## src/hw/rtl/scatr_pkg.sv

```systemverilog
// ----------------------------------------------------------------------------
// scatr_pkg
// Shared types and codes for the answer-to-reset parser: request and
// response payloads, status and error codes, protocol constants.
// ----------------------------------------------------------------------------
package scatr_pkg;

   localparam logic [7:0] TS_DIRECT    = 8'h3B;
   localparam logic [7:0] IFSC_DEFAULT = 8'h20;
   localparam logic [3:0] PROTO_T1     = 4'h1;
   localparam logic [1:0] GROUP_FIRST  = 2'd1;
   localparam logic [1:0] GROUP_LATE   = 2'd3;

   localparam logic [1:0] ST_MORE     = 2'd0;
   localparam logic [1:0] ST_COMPLETE = 2'd1;
   localparam logic [1:0] ST_ERROR    = 2'd2;

   localparam logic [2:0] ERR_NONE       = 3'd0;
   localparam logic [2:0] ERR_CONVENTION = 3'd1;
   localparam logic [2:0] ERR_TRUNCATED  = 3'd2;
   localparam logic [2:0] ERR_TOO_LONG   = 3'd3;
   localparam logic [2:0] ERR_CHECKSUM   = 3'd4;

   typedef struct packed {
      logic [7:0] atr_byte;
      logic       last_byte;
   } req_type;

   typedef struct packed {
      logic [1:0] status;
      logic [2:0] error_kind;
      logic [3:0] protocol;
      logic [7:0] ifsc;
      logic       crc_mode;
   } rsp_type;

endpackage

```

## src/hw/rtl/scatr_parse.sv

```systemverilog
// ----------------------------------------------------------------------------
// scatr_parse
// Parse state and single-pass update logic: takes one ATR byte per accepted
// request and forms the response for it.
// ----------------------------------------------------------------------------
module scatr_parse (
   input  logic               clock,
   input  logic               reset,
   input  logic               accept,
   input  scatr_pkg::req_type req,
   output scatr_pkg::rsp_type rsp
);

   typedef enum logic [2:0] {
      PH_TS    = 3'd0,
      PH_T0    = 3'd1,
      PH_IFACE = 3'd2,
      PH_HIST  = 3'd3,
      PH_TCK   = 3'd4,
      PH_DONE  = 3'd5,
      PH_ERR   = 3'd6
   } phase_type;

   phase_type  phase_ff, phase_in;
   logic [3:0] pending_ff, pending_in;
   logic [1:0] group_ff, group_in;
   logic [3:0] proto_ff, proto_in;
   logic [3:0] hist_ff, hist_in;
   logic [7:0] xor_ff, xor_in;
   logic [7:0] ifsc_ff, ifsc_in;
   logic       crc_ff, crc_in;

   logic [7:0] b;
   logic       late;
   logic [2:0] fail;
   logic [1:0] status;
   logic [2:0] kind;

   assign b    = req.atr_byte;
   assign late = (group_ff == scatr_pkg::GROUP_LATE) && (proto_ff == scatr_pkg::PROTO_T1);

   always_comb begin
      phase_in   = phase_ff;
      pending_in = pending_ff;
      group_in   = group_ff;
      proto_in   = proto_ff;
      hist_in    = hist_ff;
      xor_in     = xor_ff;
      ifsc_in    = ifsc_ff;
      crc_in     = crc_ff;
      fail       = scatr_pkg::ERR_NONE;
      status     = scatr_pkg::ST_MORE;
      kind       = scatr_pkg::ERR_NONE;
      case (phase_ff)
         PH_TS: begin
            if (b != scatr_pkg::TS_DIRECT) begin
               fail = scatr_pkg::ERR_CONVENTION;
            end else begin
               phase_in = PH_T0;
            end
         end
         PH_T0: begin
            xor_in     = b;
            pending_in = b[7:4];
            hist_in    = b[3:0];
            group_in   = scatr_pkg::GROUP_FIRST;
            if (b[7:4] != 4'd0) begin
               phase_in = PH_IFACE;
            end else if (b[3:0] != 4'd0) begin
               phase_in = PH_HIST;
            end else begin
               phase_in = PH_TCK;
            end
         end
         PH_IFACE: begin
            xor_in = xor_ff ^ b;
            if (pending_ff[0]) begin
               pending_in = {pending_ff[3:1], 1'b0};
               if (late) begin
                  ifsc_in = b;
               end
            end else if (pending_ff[1]) begin
               pending_in = {pending_ff[3:2], 2'b00};
            end else if (pending_ff[2]) begin
               pending_in = {pending_ff[3], 3'b000};
               if (late) begin
                  crc_in = b[0];
               end
            end else begin
               pending_in = b[7:4];
               proto_in   = b[3:0];
               if (group_ff != scatr_pkg::GROUP_LATE) begin
                  group_in = group_ff + 2'd1;
               end
            end
            if (pending_in == 4'd0) begin
               if (hist_ff != 4'd0) begin
                  phase_in = PH_HIST;
               end else begin
                  phase_in = PH_TCK;
               end
            end
         end
         PH_HIST: begin
            xor_in  = xor_ff ^ b;
            hist_in = hist_ff - 4'd1;
            if (hist_in == 4'd0) begin
               phase_in = PH_TCK;
            end
         end
         PH_TCK: begin
            xor_in = xor_ff ^ b;
            if (xor_in != 8'd0) begin
               fail = scatr_pkg::ERR_CHECKSUM;
            end else begin
               phase_in = PH_DONE;
               status   = scatr_pkg::ST_COMPLETE;
            end
         end
         PH_ERR: begin
            status = scatr_pkg::ST_ERROR;
            kind   = pending_ff[2:0];
         end
         default: begin
            fail = scatr_pkg::ERR_TOO_LONG;
         end
      endcase
      if (fail != scatr_pkg::ERR_NONE) begin
         phase_in   = PH_ERR;
         pending_in = {1'b0, fail};
         status     = scatr_pkg::ST_ERROR;
         kind       = fail;
      end
      if (req.last_byte && (status == scatr_pkg::ST_MORE)) begin
         status = scatr_pkg::ST_ERROR;
         kind   = scatr_pkg::ERR_TRUNCATED;
      end
   end

   assign rsp.status     = status;
   assign rsp.error_kind = kind;
   assign rsp.protocol   = proto_in;
   assign rsp.ifsc       = ifsc_in;
   assign rsp.crc_mode   = crc_in;

   always_ff @(posedge clock) begin
      if (reset || (accept && req.last_byte)) begin
         phase_ff   <= PH_TS;
         pending_ff <= 4'd0;
         group_ff   <= scatr_pkg::GROUP_FIRST;
         proto_ff   <= 4'd0;
         hist_ff    <= 4'd0;
         xor_ff     <= 8'd0;
         ifsc_ff    <= scatr_pkg::IFSC_DEFAULT;
         crc_ff     <= 1'b0;
      end else if (accept) begin
         phase_ff   <= phase_in;
         pending_ff <= pending_in;
         group_ff   <= group_in;
         proto_ff   <= proto_in;
         hist_ff    <= hist_in;
         xor_ff     <= xor_in;
         ifsc_ff    <= ifsc_in;
         crc_ff     <= crc_in;
      end
   end

endmodule

```

## src/hw/rtl/scatr_out_reg.sv

```systemverilog
// ----------------------------------------------------------------------------
// scatr_out_reg
// Response register: holds one response until the consumer takes it and
// reports when a new one may be loaded.
// ----------------------------------------------------------------------------
module scatr_out_reg (
   input  logic               clock,
   input  logic               reset,
   input  logic               load,
   input  scatr_pkg::rsp_type load_data,
   output logic               can_load,
   output logic               rsp_valid,
   input  logic               rsp_ready,
   output scatr_pkg::rsp_type rsp_data
);

   logic               valid_ff;
   scatr_pkg::rsp_type data_ff;

   assign can_load  = !valid_ff || rsp_ready;
   assign rsp_valid = valid_ff;
   assign rsp_data  = data_ff;

   always_ff @(posedge clock) begin
      if (reset) begin
         valid_ff <= 1'b0;
      end else if (load) begin
         valid_ff <= 1'b1;
      end else if (rsp_ready) begin
         valid_ff <= 1'b0;
      end
   end

   always_ff @(posedge clock) begin
      if (load) begin
         data_ff <= load_data;
      end
   end

endmodule

```

## src/hw/rtl/smartcard_atr_parser.sv

```systemverilog
// ----------------------------------------------------------------------------
// smartcard_atr_parser
// Direct-convention ISO 7816-3 answer-to-reset parser with one response per
// request byte.
// ----------------------------------------------------------------------------
// Each request carries one ATR byte, TS first, and a last-byte mark. The
// response for a request appears on the rsp channel in the cycle after the
// request is accepted and reports status, error cause, protocol, IFSC and
// CRC/LRC choice as they stand after that byte. One request is accepted per
// cycle as long as the response register is empty or being drained. A
// request with the last-byte mark returns the parser to its reset state.
module smartcard_atr_parser (
   input  logic               clock,
   input  logic               reset,
   input  logic               req_valid,
   output logic               req_ready,
   input  scatr_pkg::req_type req_data,
   output logic               rsp_valid,
   input  logic               rsp_ready,
   output scatr_pkg::rsp_type rsp_data
);

   logic               accept;
   scatr_pkg::rsp_type result;

   assign accept = req_valid && req_ready;

   scatr_parse u_parse (
      .clock  (clock),
      .reset  (reset),
      .accept (accept),
      .req    (req_data),
      .rsp    (result)
   );

   scatr_out_reg u_out (
      .clock     (clock),
      .reset     (reset),
      .load      (accept),
      .load_data (result),
      .can_load  (req_ready),
      .rsp_valid (rsp_valid),
      .rsp_ready (rsp_ready),
      .rsp_data  (rsp_data)
   );

endmodule

```

## config.mk

```make
export PLATFORM = sky130hd
export DESIGN_NAME = smartcard_atr_parser
export DESIGN_NICKNAME = d
export VERILOG_FILES = /design/src/hw/rtl/scatr_pkg.sv /design/src/hw/rtl/scatr_parse.sv /design/src/hw/rtl/scatr_out_reg.sv /design/src/hw/rtl/smartcard_atr_parser.sv
export SDC_FILE = /design/constraint.sdc
export NUM_CORES = 1
export LEC_CHECK = 0
export ABC_AREA = 1
export BUFFER_PORTS_ARGS = -buffer_cell sky130_fd_sc_hd__buf_2
export CORE_MARGIN = 2
export CORE_UTILIZATION = 49
export CTS_CLUSTER_SIZE = 24
export DETAILED_ROUTE_END_ITERATION = 10
export GPL_TIMING_DRIVEN = 0
export PLACE_DENSITY = 0.72
export SLEW_MARGIN = 40
export SYNTH_ARGS = -nofsm -noshare
export SYNTH_HDL_FRONTEND = slang
export SYNTH_SLANG_ARGS = --single-unit
```

## constraint.sdc

```tcl
create_clock -name clock -period 1.4 [get_ports clock]
set_input_delay 0.07 -clock clock [delete_from_list [all_inputs] [get_ports clock]]
set_output_delay 0.07 -clock clock [all_outputs]
set_load 0.02 [all_outputs]
```

==> run summary <==
Prior to clock tree synthesis, the placed netlist has a worst setup slack of -0.278 ns. The initial detailed-routing violation count was 196; the share of flip-flops with an asynchronous set or reset was 0%. The post-synthesis area per instance came out at 7.38 µm². In this run the static leakage power is 1.76 nW.

The cell type contributing the most total cell area after synthesis is dfxtp_1. The run gives 80.7% as the max-slew headroom at the worst pin. The number of distinct library cell variants in the gate-level netlist after synthesis was 31. Yosys printed 0 warnings. The global-route met1 utilization is 26.9%. Cells fill 67.4% of the core in the end. The number of nets handed over by synthesis was 398. For the pin with the worst max-slew slack, the measured transition is 0.289 ns.

The DRC violations left was 0. The final reports fail on setup timing. The run gives 465 as the final-stage net count. After detailed routing, the number of vias per cell comes to 5.31. For this run, the top clock speed supported by timing is 0.647 GHz. The logs give 1.79 ns for the worst path arrival time and 0 for the number of endpoints with negative hold slack in the final report. For hold timing, the worst endpoint is u_parse.xor_ff[5]$_SDFFE_PP0P_. The top cell types in the final layout, fill and taps aside, are nand2_1, inv_1, nor2_1. STA classifies the critical path startpoint as a register.

The tools report the critical register-to-register path endpoint as u_parse.pending_ff[2]$_SDFFE_PP0P_. The most numerous cell type found on the critical path is buf_6. Max-cap violations in this run came to 0. The most frequently used flop master after synthesis was dfxtp_1. 33 I/O pins were placed. The logs give 2,615 for the via count of the first global-routing pass and 28 for the maximum number of pins on one net before global-route repair. On the final layout, the worst clock skew is 0.0112 ns. Worst-case vdd ir drop: 0.000542 V. The power per unit of standard cell area is 1110 nW/µm², and the met3 capacity usage during global routing is 4.52%.

The H-tree generated during clock tree synthesis spans 2 levels. Relative to the synthesized area, the layout overhead comes to 32.5%. The routed design has 7100 µm of wire.

The reg-to-reg setup timing slack is -0.15 ns, and the number of diodes is 0. Dividing the final minimum period by the clock period gives 110%. The detail route stage leaves a number of antenna-violating nets equal to 0.

For the number of antenna violations at the first check in global routing, the log shows 0. The worst setup path is captured at a register. Detailed-routing iteration count for the pre-antenna-repair pass: 5. The top cell type by area accounts for 24.9% of the synthesized area. The highest net fanout along the worst path was 5; the all-layer global routing usage was 23.1%.

From left edge to right edge, the die measures 79.9 µm. The first global-routing pass estimated 11,500 µm of wire. The layer flagged by global routing as most heavily used is met2.

Measured in cells, the most critical reg-to-reg path has a length of 10. The startpoint identified for the worst hold timing path is req_data[6]. Setup repair after global routing could not meet its margin everywhere. Counting every instance in the synthesized netlist gives 382. The tools report the aggregate global routing overflow as 0. The tools report the max-slew violation count as 0.

Kind of critical path: register to register. TritonCTS built the clock tree. In this run the deepest clock path goes through 2 buffers. In this run the clock root is driven by a clkbuf_8.

At the end of routability-driven placement, the weighted congestion stood at 0.938. Number of cells in the finished layout apart from fillers: 522. The HPWL after detailed placement is 4690 µm. The flow ran to the end, but the final reports show violations. The tools report the sum of internal, switching and leakage power as 4.15 mW. The run gives 5 as the number of buffers created by CTS. Global routing used 40.9% of the available met2 tracks. Clock-pin slew was measured on the worst setup and hold paths at 0.10 ns. The synthesized design contains 18 enable-type register cells.

Synthesis inferred 53 register bits. The site row count was 27; the routed length per instance was 13.6 µm. At the later pin of the worst-skew pair, clock insertion delay measures 0.31 ns. Setup violations remaining at the end of the flow were counted as 34. The worst hold path depth came out at 3.

The required time at the endpoint of the critical path is 1.64 ns. Across all hold checks on the routed design, the worst slack comes to 0.0419 ns. The sequential fraction of the synthesis area came out at 44.0%. For the initial cell density of the core, the log shows 50.9%.

The die is 79.9 µm tall. For this design, the slowest cell found on the critical path is dfxtp_2. Leaving out fill and tap cells, the most frequent cell in the layout is nand2_1.

For the full die area, the log shows 6380 µm². The tools report the total standard cell area after synthesis as 2820 µm². For this run, the slowest stage of the critical path takes 0.35 ns.

The share of post-route cells with drive strength above 1 works out to 36.9%. Yosys attributes the largest share of cell area to dfxtp_1, edfxtp_1, nand2_1. Once placement completed, the tool counted placed cells totaling 486. The floorplan step defined a core boundary enclosing 5540 µm². Path class of the lowest-slack min-delay path: input pin to register. Walking the worst path, the cells encountered are inv_4 > nand2_4 > buf_6 > nand3_4 > a21boi_4 > buf_6 > nand2_2 > nand2_1 > nand3_1 > a21oi_1. The clock net in this run drives a total of 53 sinks.

After layout, the minimum clock period comes to 1.55 ns. The final worst slack is -0.145 ns. The worst register-to-register path begins at u_parse.phase_ff[0]$_SDFFE_PP0P_.

Summing over every cut layer, the via total after detailed routing is 2,773. The count of buffers added on input and output ports is 32.
[registers in the layout, indices dropped and copies added, names as in the netlist]
name,cells
u_parse.phase_ff,3
u_parse.ifsc_ff,8
u_parse.pending_ff,4
u_out.rsp_valid,1
u_parse.group_ff,2
u_out.rsp_data,18
u_parse.xor_ff,8
u_parse.crc_ff,1
u_parse.hist_ff,4
u_parse.proto_ff,4
[routing by layer]
metal / vias up / wire [µm]
li1: 1384 / -
met1: 1271 / 2900
met2: 94 / 3620
met3: 24 / 369
met4: 0 / 220
met5: - / 0
[worst max-delay path by stage]
stage	startpoint	endpoint	depth (start not counted)
6_report	u_parse.phase_ff[0]$_SDFFE_PP0P_	u_parse.pending_ff[2]$_SDFFE_PP0P_	10
5_1_grt	u_parse.phase_ff[1]$_SDFFE_PP0P_	u_parse.pending_ff[2]$_SDFFE_PP0P_	9
4_1_cts	u_parse.hist_ff[1]$_SDFFE_PP0P_	u_parse.phase_ff[1]$_SDFFE_PP0P_	9
3_5_place_dp	u_parse.phase_ff[0]$_SDFFE_PP0P_	u_parse.xor_ff[4]$_SDFFE_PP0P_	12
3_3_place_gp	u_parse.phase_ff[1]$_SDFFE_PP0P_	u_out.rsp_data[14]$_SDFFCE_PP1P_	8
2_1_floorplan	u_parse.phase_ff[0]$_SDFFE_PP0P_	u_out.rsp_data[5]$_DFFE_PP_	9
[final cells by class]
cell class / instances / area [µm²]
clock inverters: 3 / 46.3
inverters: 60 / 240
repair inverters: 1 / 3.75
well taps: 72 / 90.1
plain buffers: 6 / 51.3
fillers: 464 / 1800
flip-flops and latches: 53 / 1260
repair buffers: 59 / 408
clock buffers: 5 / 68.8
multi-input cells: 263 / 1570
[report_power, final]
group	total [mW]	leakage [nW]	internal (mW)	switching, mW
combinational	1.27	1.23	0.475	0.799
clock	1.05	0.0543	0.535	0.511
sequential	1.82	0.469	1.74	0.0869
[cells by family after synthesis]
logic type      Yosys count  synth area share, %
flops                    53                 44.0
buf+inv                  66                 9.32
fa+ha+maj                 3                 1.33
compound gates           73                 15.4
xor+xnor                  5                 1.55
simple gates            182                 28.3
[through the flow]
| step | setup TNS [ns] | cell area [µm²] |
|---|---|---|
| 4_1_cts | -1.16 | 3610 |
| 6_report | -1.59 | 3740 |
| 2_1_floorplan | -0.869 | 2850 |
| 5_1_grt | -4.82 | 3740 |
| 3_5_place_dp | -9.81 | 3100 |
| 3_3_place_gp | -8.71 | 3100 |
[Yosys cell counts (all sizes together), types with 5 or more instances]
master  instances
buf             5
nor2           48
nand4           8
o21ai          42
nand3          17
inv            60
a21oi          19
nand2         105
edfxtp         18
dfxtp          35
a31oi           5
[worst max-delay path: cells and delay by family, from the launching register on]
family / cells / cell delay [ns]
flip-flops: 1 / 0.35
AO/OA/AOI/OAI: 2 / 0.47
AND/OR/NAND/NOR: 5 / 0.33
buffers and inverters: 3 / 0.35
[timing repair]
item / CTS / global route
setup endpoints to repair: 66 / 49
gates resized for setup: 63 / 35
cloned: 2 / 0
hold endpoints to repair: 1 / 0
hold buffers: 1 / 0
buffers inserted: 21 / 4
pin swaps: 20 / 16
Note: power is estimated with default switching activity, not from simulation.
